File: src/rtl/pfd_pkg.sv
// ----------------------------------------------------------------------------
// pfd_pkg
// Shared types, constants and helpers for the Playfair decryption block.
// ----------------------------------------------------------------------------
package pfd_pkg;

  localparam int unsigned CodeW      = 5;
  localparam int unsigned IdxW       = 3;
  localparam int unsigned Cells      = 25;
  localparam int unsigned NumLetters = 26;

  typedef logic [CodeW-1:0] code_t;
  typedef logic [IdxW-1:0]  idx_t;

  localparam code_t CellCount = 5'd25;
  localparam code_t LastCode  = 5'd25;
  localparam code_t CodeI     = 5'd8;
  localparam code_t CodeJ     = 5'd9;
  localparam idx_t  IdxMax    = 3'd4;

  localparam logic [7:0] CharLowA = 8'h61;
  localparam logic [7:0] CharLowZ = 8'h7a;
  localparam logic [7:0] CharUpA  = 8'h41;
  localparam logic [7:0] CharUpZ  = 8'h5a;

  // every letter except i
  localparam logic [NumLetters-1:0] AllLetters = 26'h3fffeff;

  typedef enum logic [1:0] {
    OP_KEY    = 2'd0,
    OP_FINISH = 2'd1,
    OP_CIPHER = 2'd2,
    OP_NONE   = 2'd3
  } op_e;

  typedef enum logic [2:0] {
    ST_IDLE,
    ST_FILL,
    ST_POS1,
    ST_POS2,
    ST_CELL1,
    ST_CELL2,
    ST_DATA2,
    ST_EMIT
  } state_e;

  typedef struct packed {
    logic [1:0] opcode;
    logic [7:0] char_in;
  } in_item_t;

  typedef struct packed {
    logic [7:0] first_plain;
    logic [7:0] second_plain;
  } out_item_t;

  typedef struct packed {
    idx_t row;
    idx_t col;
  } pos_t;

  typedef struct packed {
    logic  place_en;
    code_t place_code;
    logic  pos_rd_en;
    code_t pos_rd_addr;
    logic  ks_rd_en;
    code_t ks_rd_addr;
  } sq_req_t;

  typedef struct packed {
    logic  full;
    pos_t  pos;
    code_t ks_data;
  } sq_stat_t;

  function automatic code_t cell_addr(idx_t row, idx_t col);
    return {row, 2'b00} + {2'b00, row} + {2'b00, col};
  endfunction

  // step back one place in a row or column, wrapping
  function automatic idx_t prev_idx(idx_t x);
    return (x == '0) ? IdxMax : x - 3'd1;
  endfunction

endpackage

File: src/rtl/pfd_cellsel.sv
// ----------------------------------------------------------------------------
// pfd_cellsel
// Decryption rule unit: maps a letter's position and its partner's position
// to the cell index of the plaintext letter. Shared by both letters of a pair.
// ----------------------------------------------------------------------------
module pfd_cellsel import pfd_pkg::*; (
  input  pos_t  own_i,
  input  pos_t  other_i,
  output code_t addr_o
);

  idx_t row, col;

  always_comb begin
    priority if (own_i.col == other_i.col) begin
      row = prev_idx(own_i.row);
      col = own_i.col;
    end else if (own_i.row == other_i.row) begin
      row = own_i.row;
      col = prev_idx(own_i.col);
    end else begin
      row = own_i.row;
      col = other_i.col;
    end
  end

  assign addr_o = cell_addr(row, col);

endmodule

File: src/rtl/pfd_square.sv
// ----------------------------------------------------------------------------
// pfd_square
// Key square storage: cell-to-letter table, letter-to-position table, fill
// counter and presence bits. One placement and one read per table each cycle.
// ----------------------------------------------------------------------------
module pfd_square import pfd_pkg::*; (
  input  logic     clk_i,
  input  logic     rst_ni,
  input  sq_req_t  req_i,
  output sq_stat_t stat_o
);

  code_t ks_mem  [Cells];
  pos_t  pos_mem [NumLetters];

  code_t                 cnt_q, cnt_d;
  idx_t                  row_q, row_d;
  idx_t                  col_q, col_d;
  logic [NumLetters-1:0] present_q, present_d;
  code_t                 ks_rdata_q;
  pos_t                  pos_rdata_q;

  logic present_hit;
  logic place_ok;

  assign present_hit = (req_i.place_code < LastCode + 5'd1) ?
                       present_q[req_i.place_code] : 1'b1;

  assign place_ok = req_i.place_en && (req_i.place_code != CodeI) &&
                    !present_hit && (cnt_q != CellCount);

  always_comb begin
    cnt_d     = cnt_q;
    row_d     = row_q;
    col_d     = col_q;
    present_d = present_q;
    if (place_ok) begin
      cnt_d                        = cnt_q + 5'd1;
      present_d[req_i.place_code]  = 1'b1;
      if (col_q == IdxMax) begin
        col_d = '0;
        row_d = row_q + 3'd1;
      end else begin
        col_d = col_q + 3'd1;
      end
    end
  end

  always_ff @(posedge clk_i or negedge rst_ni) begin
    if (!rst_ni) begin
      cnt_q     <= '0;
      row_q     <= '0;
      col_q     <= '0;
      present_q <= '0;
    end else begin
      cnt_q     <= cnt_d;
      row_q     <= row_d;
      col_q     <= col_d;
      present_q <= present_d;
    end
  end

  always_ff @(posedge clk_i) begin
    if (place_ok) begin
      ks_mem[cnt_q]             <= req_i.place_code;
      pos_mem[req_i.place_code] <= '{row: row_q, col: col_q};
    end
    if (req_i.ks_rd_en) begin
      ks_rdata_q <= ks_mem[req_i.ks_rd_addr];
    end
    if (req_i.pos_rd_en) begin
      pos_rdata_q <= pos_mem[req_i.pos_rd_addr];
    end
  end

  assign stat_o.full    = (cnt_q == CellCount);
  assign stat_o.pos     = pos_rdata_q;
  assign stat_o.ks_data = ks_rdata_q;

`ifndef SYNTHESIS
  a_count_matches_bits: assert property (@(posedge clk_i) disable iff (!rst_ni)
    $countones(present_q) == int'(cnt_q))
    else $error("presence bits disagree with fill count");

  a_fill_position: assert property (@(posedge clk_i) disable iff (!rst_ni)
    cell_addr(row_q, col_q) == cnt_q)
    else $error("fill row/col out of step with fill count");

  a_full_all_letters: assert property (@(posedge clk_i) disable iff (!rst_ni)
    (cnt_q == CellCount) |-> (present_q == AllLetters))
    else $error("full square is missing a letter");
`endif

endmodule

File: src/rtl/pfd_seq.sv
// ----------------------------------------------------------------------------
// pfd_seq
// Sequencer: decodes items, steps the key fill, walks the table reads of a
// pair through the shared rule unit and holds the result register.
// ----------------------------------------------------------------------------
module pfd_seq import pfd_pkg::*; (
  input  logic      clk_i,
  input  logic      rst_ni,
  input  logic      in_valid_i,
  output logic      in_ready_o,
  input  in_item_t  in_data_i,
  output logic      out_valid_o,
  input  logic      out_ready_i,
  output out_item_t out_data_o,
  output sq_req_t   sq_req_o,
  input  sq_stat_t  sq_stat_i
);

  state_e    state_q, state_d;
  code_t     pend_q, pend_d;
  logic      pend_valid_q, pend_valid_d;
  code_t     code_q, code_d;
  code_t     fill_q, fill_d;
  pos_t      p1_q, p1_d;
  pos_t      p2_q, p2_d;
  logic [7:0] o1_q, o1_d;
  logic [7:0] o2_q, o2_d;
  logic      out_valid_q, out_valid_d;
  out_item_t out_q, out_d;

  op_e        op;
  logic [7:0] ch;
  logic [7:0] low_diff, up_diff;
  logic       is_low, is_up;
  code_t      key_code, ciph_code;
  logic       accept;
  logic       emit_take;
  pos_t       own, other;
  code_t      cell_idx;

  assign op       = op_e'(in_data_i.opcode);
  assign ch       = in_data_i.char_in;
  assign is_low   = (ch >= CharLowA) && (ch <= CharLowZ);
  assign is_up    = (ch >= CharUpA) && (ch <= CharUpZ);
  assign low_diff = ch - CharLowA;
  assign up_diff  = ch - CharUpA;

  // i folds into j
  assign key_code  = (low_diff[CodeW-1:0] == CodeI) ? CodeJ : low_diff[CodeW-1:0];
  assign ciph_code = is_low ? key_code :
                     ((up_diff[CodeW-1:0] == CodeI) ? CodeJ : up_diff[CodeW-1:0]);

  assign in_ready_o = (state_q == ST_IDLE);
  assign accept     = in_valid_i && in_ready_o;
  assign emit_take  = (state_q == ST_EMIT) && (!out_valid_q || out_ready_i);

  // first letter's cell, then the second's with roles swapped
  assign own   = (state_q == ST_CELL1) ? p1_q : p2_q;
  assign other = (state_q == ST_CELL1) ? sq_stat_i.pos : p1_q;

  pfd_cellsel u_cellsel (
    .own_i   (own),
    .other_i (other),
    .addr_o  (cell_idx)
  );

  // next state
  always_comb begin
    state_d = state_q;
    unique case (state_q)
      ST_IDLE: begin
        if (accept) begin
          unique case (op)
            OP_FINISH: state_d = ST_FILL;
            OP_CIPHER: begin
              if ((is_low || is_up) && pend_valid_q) begin
                state_d = sq_stat_i.full ? ST_POS1 : ST_EMIT;
              end
            end
            OP_KEY, OP_NONE: state_d = ST_IDLE;
          endcase
        end
      end
      ST_FILL:  if (fill_q == LastCode) state_d = ST_IDLE;
      ST_POS1:  state_d = ST_POS2;
      ST_POS2:  state_d = ST_CELL1;
      ST_CELL1: state_d = ST_CELL2;
      ST_CELL2: state_d = ST_DATA2;
      ST_DATA2: state_d = ST_EMIT;
      ST_EMIT:  if (emit_take) state_d = ST_IDLE;
    endcase
  end

  // outputs toward the square
  always_comb begin
    sq_req_o             = '0;
    sq_req_o.place_code  = key_code;
    sq_req_o.pos_rd_addr = pend_q;
    sq_req_o.ks_rd_addr  = cell_idx;
    unique case (state_q)
      ST_IDLE:  sq_req_o.place_en = accept && (op == OP_KEY) && is_low;
      ST_FILL: begin
        sq_req_o.place_en   = 1'b1;
        sq_req_o.place_code = fill_q;
      end
      ST_POS1:  sq_req_o.pos_rd_en = 1'b1;
      ST_POS2: begin
        sq_req_o.pos_rd_en   = 1'b1;
        sq_req_o.pos_rd_addr = code_q;
      end
      ST_CELL1, ST_CELL2: sq_req_o.ks_rd_en = 1'b1;
      ST_DATA2, ST_EMIT:  sq_req_o.ks_rd_en = 1'b0;
    endcase
  end

  // datapath registers
  always_comb begin
    pend_d       = pend_q;
    pend_valid_d = pend_valid_q;
    code_d       = code_q;
    fill_d       = fill_q;
    p1_d         = p1_q;
    p2_d         = p2_q;
    o1_d         = o1_q;
    o2_d         = o2_q;
    out_valid_d  = out_valid_q && !out_ready_i;
    out_d        = out_q;

    if (accept && (op == OP_FINISH)) begin
      fill_d = '0;
    end
    if (accept && (op == OP_CIPHER) && (is_low || is_up)) begin
      if (!pend_valid_q) begin
        pend_d       = ciph_code;
        pend_valid_d = 1'b1;
      end else begin
        pend_valid_d = 1'b0;
        code_d       = ciph_code;
        // zeros stand when the square is not complete
        o1_d         = '0;
        o2_d         = '0;
      end
    end

    unique case (state_q)
      ST_FILL:  fill_d = fill_q + 5'd1;
      ST_POS2:  p1_d = sq_stat_i.pos;
      ST_CELL1: p2_d = sq_stat_i.pos;
      ST_CELL2: o1_d = CharLowA + {3'b000, sq_stat_i.ks_data};
      ST_DATA2: o2_d = CharLowA + {3'b000, sq_stat_i.ks_data};
      ST_EMIT: begin
        if (emit_take) begin
          out_valid_d        = 1'b1;
          out_d.first_plain  = o1_q;
          out_d.second_plain = o2_q;
        end
      end
      ST_IDLE, ST_POS1: ;
    endcase
  end

  always_ff @(posedge clk_i or negedge rst_ni) begin
    if (!rst_ni) begin
      state_q      <= ST_IDLE;
      pend_q       <= '0;
      pend_valid_q <= 1'b0;
      fill_q       <= '0;
      out_valid_q  <= 1'b0;
    end else begin
      state_q      <= state_d;
      pend_q       <= pend_d;
      pend_valid_q <= pend_valid_d;
      fill_q       <= fill_d;
      out_valid_q  <= out_valid_d;
    end
  end

  always_ff @(posedge clk_i) begin
    code_q <= code_d;
    p1_q   <= p1_d;
    p2_q   <= p2_d;
    o1_q   <= o1_d;
    o2_q   <= o2_d;
    out_q  <= out_d;
  end

  assign out_valid_o = out_valid_q;
  assign out_data_o  = out_q;

`ifndef SYNTHESIS
  a_lookup_needs_full: assert property (@(posedge clk_i) disable iff (!rst_ni)
    (state_q == ST_POS1) |-> sq_stat_i.full)
    else $error("pair lookup started on an incomplete square");

  a_fill_ends: assert property (@(posedge clk_i) disable iff (!rst_ni)
    (state_q == ST_FILL && fill_q == LastCode) |=> (state_q == ST_IDLE))
    else $error("key fill did not stop after the last letter");

  a_result_from_emit: assert property (@(posedge clk_i) disable iff (!rst_ni)
    $rose(out_valid_q) |-> ($past(state_q) == ST_EMIT))
    else $error("result raised outside the emit step");

  a_pair_closed: assert property (@(posedge clk_i) disable iff (!rst_ni)
    (state_q == ST_EMIT) |-> !pend_valid_q)
    else $error("pending letter still open while emitting");
`endif

endmodule

File: src/rtl/playfair_decrypt.sv
// ----------------------------------------------------------------------------
// playfair_decrypt
// Playfair decryption with on-chip key square set-up.
// ----------------------------------------------------------------------------
// Usage:
//   Input channel (in_valid_i/in_ready_o, in_data_i) carries an opcode and a
//   byte: keyword byte, finish key square, or ciphertext byte. Output channel
//   (out_valid_o/out_ready_i, out_data_o) carries one plaintext letter pair
//   per completed ciphertext pair.
//   Keyword byte and single ciphertext letter: ready again next cycle.
//   Finish: codes 0 to 25, one letter code tried per cycle on the square.
//   Second letter of a pair: on a full square the result takes two position
//   reads and two cell reads, each through the single read port of its
//   table; on an incomplete one it is zero letters. The input is ready
//   again in the cycle the result register loads.
//   The result register holds an item until taken; a new item is accepted
//   meanwhile, and a further pair waits in the emit step while it is full.
//   Reset empties the square (fill count and presence bits only, no clearing
//   pass) and drops any pending letter; it takes effect at once.
// ----------------------------------------------------------------------------
module playfair_decrypt import pfd_pkg::*; (
  input  logic      clk_i,
  input  logic      rst_ni,
  input  logic      in_valid_i,
  output logic      in_ready_o,
  input  in_item_t  in_data_i,
  output logic      out_valid_o,
  input  logic      out_ready_i,
  output out_item_t out_data_o
);

  sq_req_t  sq_req;
  sq_stat_t sq_stat;

  pfd_seq u_seq (
    .clk_i       (clk_i),
    .rst_ni      (rst_ni),
    .in_valid_i  (in_valid_i),
    .in_ready_o  (in_ready_o),
    .in_data_i   (in_data_i),
    .out_valid_o (out_valid_o),
    .out_ready_i (out_ready_i),
    .out_data_o  (out_data_o),
    .sq_req_o    (sq_req),
    .sq_stat_i   (sq_stat)
  );

  pfd_square u_square (
    .clk_i  (clk_i),
    .rst_ni (rst_ni),
    .req_i  (sq_req),
    .stat_o (sq_stat)
  );

endmodule
File: config.mk
export PLATFORM = sky130hd
export DESIGN_NAME = playfair_decrypt
export DESIGN_NICKNAME = d
export VERILOG_FILES = /design/src/rtl/pfd_pkg.sv /design/src/rtl/pfd_cellsel.sv /design/src/rtl/pfd_square.sv /design/src/rtl/pfd_seq.sv /design/src/rtl/playfair_decrypt.sv
export SDC_FILE = /design/constraint.sdc
export NUM_CORES = 1
export LEC_CHECK = 0
export BUFFER_PORTS_ARGS = -buffer_cell sky130_fd_sc_hd__buf_4
export CAP_MARGIN = 15
export CORE_ASPECT_RATIO = 1.25
export CORE_MARGIN = 3
export CORE_UTILIZATION = 60
export DETAILED_ROUTE_END_ITERATION = 16
export MAX_ROUTING_LAYER = met4
export PLACE_DENSITY = 0.87
export SLEW_MARGIN = 20
export SYNTH_ARGS = -nofsm -noshare
export SYNTH_HDL_FRONTEND = slang
export SYNTH_SLANG_ARGS = --single-unit
File: constraint.sdc
create_clock -name clk_i -period 12.3 [get_ports clk_i]
set_clock_uncertainty 0.15 [all_clocks]
set_input_delay 1.23 -clock clk_i [delete_from_list [all_inputs] [get_ports clk_i]]
set_output_delay 1.23 -clock clk_i [all_outputs]
set_load 0.02 [all_outputs]
==> results of run 1 <==
## flip-flops by register name (all words and copies together) (netlist names), 6 cells and up
name	count
u_seq.out_data_o	16
u_seq.p2_q	6
u_square.present_q	26
u_seq.o2_q	8
u_seq.p1_q	6
u_square.stat_o	6
u_square.pos_mem	156
u_square.ks_mem	125
u_seq.o1_q	8
## cells by family after synthesis
logic type	count (synthesis)	share of synthesized area, %
DFF	393	69.8
and+or+nand+nor	250	7.44
muxes	131	13.5
AOI/OAI and AO/OA	112	4.41
buffers and inverters	80	1.95
xor gates and xnor gates	22	1.17
adders and majority gates	21	1.68
other	1	0.0227
## cell type report
class | instances | area, sq um | area share (%)
clock inverters | 16 | 150 | 0.820
flip-flops and latches | 393 | 11500 | 63.1
inverters | 31 | 116 | 0.636
diodes | 1 | 2.50 | 0.0137
multi-input cells | 542 | 4760 | 26.0
repair buffers | 42 | 323 | 1.76
well taps | 345 | 432 | 2.36
clock buffers | 46 | 980 | 5.35
## worst paths after layout
path	from	end	slack, ns	depth (start not counted)
min in group asynchronous	rst_ni	u_square.cnt_q[2]$_DFFE_PN0P_	0.63	1
max in group asynchronous	rst_ni	u_seq.pend_q[1]$_DFFE_PN0P_	10.86	1
worst min-delay path	u_square.present_q[8]$_DFFE_PN0P_	u_square.present_q[8]$_DFFE_PN0P_	0.24	0
worst max register to register	u_seq.state_q[2]$_DFFE_PN0P_	u_square.ks_rdata_q[2]$_DFFE_PP_	6.53	12
worst max-delay path	u_seq.state_q[2]$_DFFE_PN0P_	u_square.ks_rdata_q[2]$_DFFE_PP_	6.53	12
worst min register to register	u_square.present_q[8]$_DFFE_PN0P_	u_square.present_q[8]$_DFFE_PN0P_	0.24	0
## cells in the mapped netlist (12+ instances only)
library cell  number  area share [%]
mux2_2            26             1.8
buf_2             12            0.36
inv_1             31            0.70
xnor2_1           12            0.64
ha_1              19             1.4
dfrtp_1           52             7.9
mux2i_1           34             2.1
or2_2             24            0.91
nor3_1            30            0.91
a21oi_1           21            0.64
edfxtp_1         341              62
nand3_1           22            0.67
nor2_1            74             1.7
clkbuf_1          31            0.70
o21ai_0           34             1.0
mux4_2            71             9.7
nand2_1           47             1.1
## metrics by stage
| stage | hold slack (ns) | cell area, sq um | total power, mW | util, % | instances |
|---|---|---|---|---|---|
| floorplan | 0.250 | 16500 | 3.63 | - | 1015 |
| global placement | 0.212 | 17100 | 4.15 | 63.4 | 1352 |
| detailed placement | 0.213 | 17100 | 4.24 | 63.5 | 1352 |
| CTS | 0.227 | 18300 | 5.38 | 67.7 | 1414 |
| global route | 0.250 | 18300 | 5.65 | 67.8 | 1416 |
| finish | 0.236 | 18300 | 5.40 | 67.8 | 1416 |
## power groups by stage
stage	registers (mW)	logic (mW)	clock network, mW
CTS	1.93	2.36	1.10
global route	1.95	2.55	1.15
global placement	1.94	2.21	0
detailed placement	1.95	2.29	0
floorplan	1.87	1.76	0
finish	1.94	2.37	1.09
## worst max-delay path: stages (launching register included)
cell and delay [ns]:
dfrtp_1 0.64, nor3b_4 0.60, buf_8 0.25, mux2i_1 0.41
xor2_1 0.17, nor2_2 0.29, nand2_1 0.13, o21ai_0 0.51
fa_1 0.55, fa_1 0.96, mux2i_1 0.28, o21ai_0 0.22
mux2_2 0.35
## metal layers
layer  share of wire, %  up-vias  track usage [%]  wire length [um]
met5                  0        -                -                 0
met4                4.4        0             10.4              1560
met3                7.2      107             4.12              2530
met2                 51      481             40.8             18100
met1                 37     4658             31.6             13100
li1                   -     3955                -                 -
## cells in the final DEF (no fill, tap or decap), drive strengths merged, types with 12 or more instances in the layout
cell type,count
mux2,26
inv,31
xnor2,12
ha,19
o21ai,35
a21oi,21
buf,42
nand2,48
mux4,71
nand3,22
edfxtp,341
or2,28
nor2,76
clkinv,12
nor3,30
clkbuf,46
dfrtp,52
mux2i,34
==> impl_metrics.toml, run 1 <==
[run_status]
status = "finished, final reports clean"

[cells_and_area]
final_layout_size_suffix_gt1_share_pct = 21.3
areaGrowthSynthToFinish_pct = 10.7
nNetsFinal = 1081
fillers = 1595

[grt]
antenna_found_initial = 1
grt_max_degree = 53
grt_use_total_pct = 25.0
grt_pass1_vias = 9281
grt-ovfl-total = 0
grt_pass1_wl_um = 54700

[drt]
drc_errors = 0
avgViaCountPerCell = 6.50
ant_nets = 0
vias = 9201
wl_per_cell_um = 24.9
drt_wl_total_um = 35300
drt-initial-drc-count = 812
firstDrtPassIters = 8

[yosys]
synth_area_sq_mm = 0.0165
ys_seq_area_share_pct = 69.8
synth_edf_count = 341
avgSynthCellArea_sq_um = 16.4
synth_seq_cells = 393
syn_inst = 1010
yosysWarnings = 0
async_flop_share_pct = 13.2
yosysUniqueCellTypes = 61
ys.flop_type = "edfxtp_1"

[timing]
timing.final.crit_share_pct = 46.9
setup_tns_ns = 0
max-slew-margin-rel_pct = 23.6
setup_viol = 0
setup_ws_ns = 6.53
fmaxAchievable_mhz = 173
worst_slew_pin_slew_ns = 1.11
slew_viol_final = 0
finalCriticalPeriod_ns = 5.77
rsz0062_at_grt = "no"
finalHoldViolations = 0

[worst_setup_path]
end_kind = "flip-flop"
critPathArrivalTime_ns = 5.88
cp_max_fo = 17
critPathLaunchType = "flip-flop"
required_ns = 12.41
crit_type = "flip-flop to flip-flop"

[power_and_ir_drop]
p_clk_share_pct = 20.2
combPwrFrac_pct = 44.0
p_sw_share_pct = 35.4
p_seq_share_pct = 35.9
power.switching_mw = 1.91
cellLeakagePower_nw = 6.61
vdd_drop_max_uv = 324
power_density_mw_per_mm2 = 295
p_int_mw = 3.49

[clock_tree]
cts.sink_count = 393
cts_root_buffer = "clkbuf_16"
hold_buffers = 0
cts_buffer_depth = 3
insertion_delay_ns = 0.51
cts_setup_buffers = 0
clk_pin_slew_ns = 0.07
post_cts_resized = 0
cts_tree = "built"
htreeDepth = 2
numCtsBuffers = 36

[placement]
io_buffers = 31
dp_hpwl_um = 21900
gp_congestion = 0.886
dpl_worst_slack_ns = 6.33

[job]
timing.max_cap.violations = 0

[floorplan]
rows = 67
die_x_um = 154
num_io_pins = 32
die_h_um = 192
start_util_pct = 61.2
core_sq_mm = 0.0270
dieArea_sq_mm = 0.0296

[min_path]
hold_class = "flip-flop to flip-flop"
Power figures use the tool's default switching activity.
==> inputs of run 2 (changes only) <==
Clock period 12.3 ns to 5.7 ns, I/O delays scaled along.
==> impl_metrics.toml, run 2 (same netlist as run 1, synthesis figures left out) <==
[run_status]
status = "finished, final reports clean"

[cells_and_area]
top_regs = "u_square.pos_mem: 156 flops, u_square.ks_mem: 125 flops, u_square.present_q: 26 flops"
layout_commonest_cell = "edfxtp_1"
final_cell_mix = "341 x edfxtp_1, 75 x buf_4, 73 x nor2_1"
final-seq-area_sq_mm = 0.0115
largest_reg_flops = 156
stdcell_count = 1454
multiInputGateArea_sq_mm = 0.00474
design_area_sq_mm = 0.0187
areaGrowthSynthToFinish_pct = 13.0
nNetsFinal = 1117
postLayoutCoreUtil_pct = 69.2
final_layout_size_suffix_gt1_share_pct = 24.3
fillers = 1551
top_register = "u_square.pos_mem"

[worst_setup_path]
critPathLaunchType = "flip-flop"
crit_path_max_incr_delay_ns = 0.55
crit_type = "flip-flop to flip-flop"
cp_max_fo = 15
required_ns = 5.81
end_kind = "flip-flop"
crit_slowest_cell = "dfrtp_1"
path_cells = "nor3b_4 > buf_4 > buf_4 > buf_4 > a21oi_1 > xnor2_1 > nor3_1 > nor2_1 > a31oi_1 > o211a_1 > fa_1 > fa_1 > xor2_1 > buf_4 > mux4_2 > mux2_2"
critPathArrivalTime_ns = 5.22
critPathMostFrequentCell = "buf_4"

[placement]
gp_congestion = 0.882
dp_hpwl_um = 22200
place_inst = 1383
io_buffers = 31
dpl_worst_slack_ns = 0.364
place_area_sq_mm = 0.0174

[drt]
vias = 9420
drc_errors = 0
firstDrtPassIters = 5
avgViaCountPerCell = 6.48
wl_per_cell_um = 24.1
drt-initial-drc-count = 1124
ant_nets = 0
drt_wl_total_um = 35100

[floorplan]
core_sq_mm = 0.0270
die_x_um = 154
dieArea_sq_mm = 0.0296
rows = 67
num_io_pins = 32
die_h_um = 192
start_util_pct = 61.2

[grt]
antenna_found_initial = 1
grt-busiest-layer = "met2"
grt-ovfl-total = 0
use_met3_pct = 3.74
grt_pass1_wl_um = 55000
grt_max_degree = 53
use_met2_pct = 41.5
grt_pass1_vias = 9398
grt_use_total_pct = 25.0
use_met1_pct = 32.3

[timing]
finalHoldViolations = 0
setup_viol = 0
timing.final.crit_share_pct = 89.6
max-slew-margin-rel_pct = 34.2
setup_tns_ns = 0
finalCriticalPeriod_ns = 5.11
whs_ns = 0.206
setup_ws_ns = 0.594
fmaxAchievable_mhz = 196
slew_viol_final = 0
rsz0062_at_grt = "no"
worst_slew_pin_slew_ns = 0.967

[clock_tree]
clk_pin_slew_ns = 0.06
cts_tree = "built"
htreeDepth = 2
cts_buffer_depth = 3
insertion_delay_ns = 0.51
cts.sink_count = 393
cts_root_buffer = "clkbuf_16"
numCtsBuffers = 35

[job]
timing.max_cap.violations = 0

[power_and_ir_drop]
power_density_mw_per_mm2 = 631
power_mw = 11.8
cellLeakagePower_nw = 6.86
vdd_drop_max_uv = 632

[min_path]
hold_class = "input port to flip-flop"
run 2: cell types whose count changed in the layout (fill, tap and decap cells not counted), sizes merged:
cell / before / now
buf: 42 / 78
bufinv: 3 / 4
clkbuf: 46 / 45
clkinv: 12 / 13
dlygate4sd3: 0 / 1
run 2: path summary, 6_finish.rpt:
check                                                  start                                 to  slack, ns  depth (start not counted)
min in group asynchronous                             rst_ni      u_square.cnt_q[2]$_DFFE_PN0P_       0.49                          2
min reg2reg                u_square.present_q[8]$_DFFE_PN0P_  u_square.present_q[8]$_DFFE_PN0P_       0.23                          0
max                             u_seq.state_q[1]$_DFFE_PN0P_   u_square.ks_rdata_q[2]$_DFFE_PP_       0.59                         16
min                                              out_ready_i        u_seq.out_valid_o$_DFF_PN0_       0.21                          3
max reg2reg                     u_seq.state_q[1]$_DFFE_PN0P_   u_square.ks_rdata_q[2]$_DFFE_PP_       0.59                         16
max in group asynchronous                             rst_ni     u_seq.pend_valid_q$_DFFE_PN0P_       4.42                          2
run 2: final cells by class:
class                   instances  area share [%]
flip-flops and latches        393            61.8
multi-input cells             542            25.4
inverters                      31           0.623
repair buffers                 79            3.39
well taps                     345            2.31
diodes                          1          0.0134
clock inverters                18            1.10
clock buffers                  45            5.33
run 2: worst max-delay path: cells and delay by family (launching register included):
family	cells	cell delay, ns
AO/OA/AOI/OAI	3	0.50
flip-flops	1	0.55
adder cells (fa/ha/maj)	2	0.93
buffers and inverters	4	0.74
AND/OR/NAND/NOR	3	0.89
XOR/XNOR	2	0.27
multiplexers	2	0.79
run 2: layer usage:
layer  up-vias  part of all wire (%)
met3        97                   8.0
li1       4044                     -
met2       568                    51
met1      4711                    37
met5         -                     0
met4         0                   3.4
run 2: timing repair:
| action | 4_1_cts | 5_1_grt |
|---|---|---|
| hold buffers | 1 | 0 |
| endpoints found under the setup margin | 0 | 5 |
| resized for setup | 0 | 0 |
| endpoints found under the hold margin | 52 | 0 |
| setup buffers | 0 | 6 |
run 2: power by group:
| group | total [mW] | switching [mW] | leakage, nW | internal, mW |
|---|---|---|---|---|
| logic | 5.21 | 2.71 | 2.36 | 2.51 |
| registers | 4.13 | 0.330 | 3.90 | 3.80 |
| clock network | 2.43 | 1.00 | 0.595 | 1.43 |
| total | 11.8 | 4.04 | 6.86 | 7.73 |
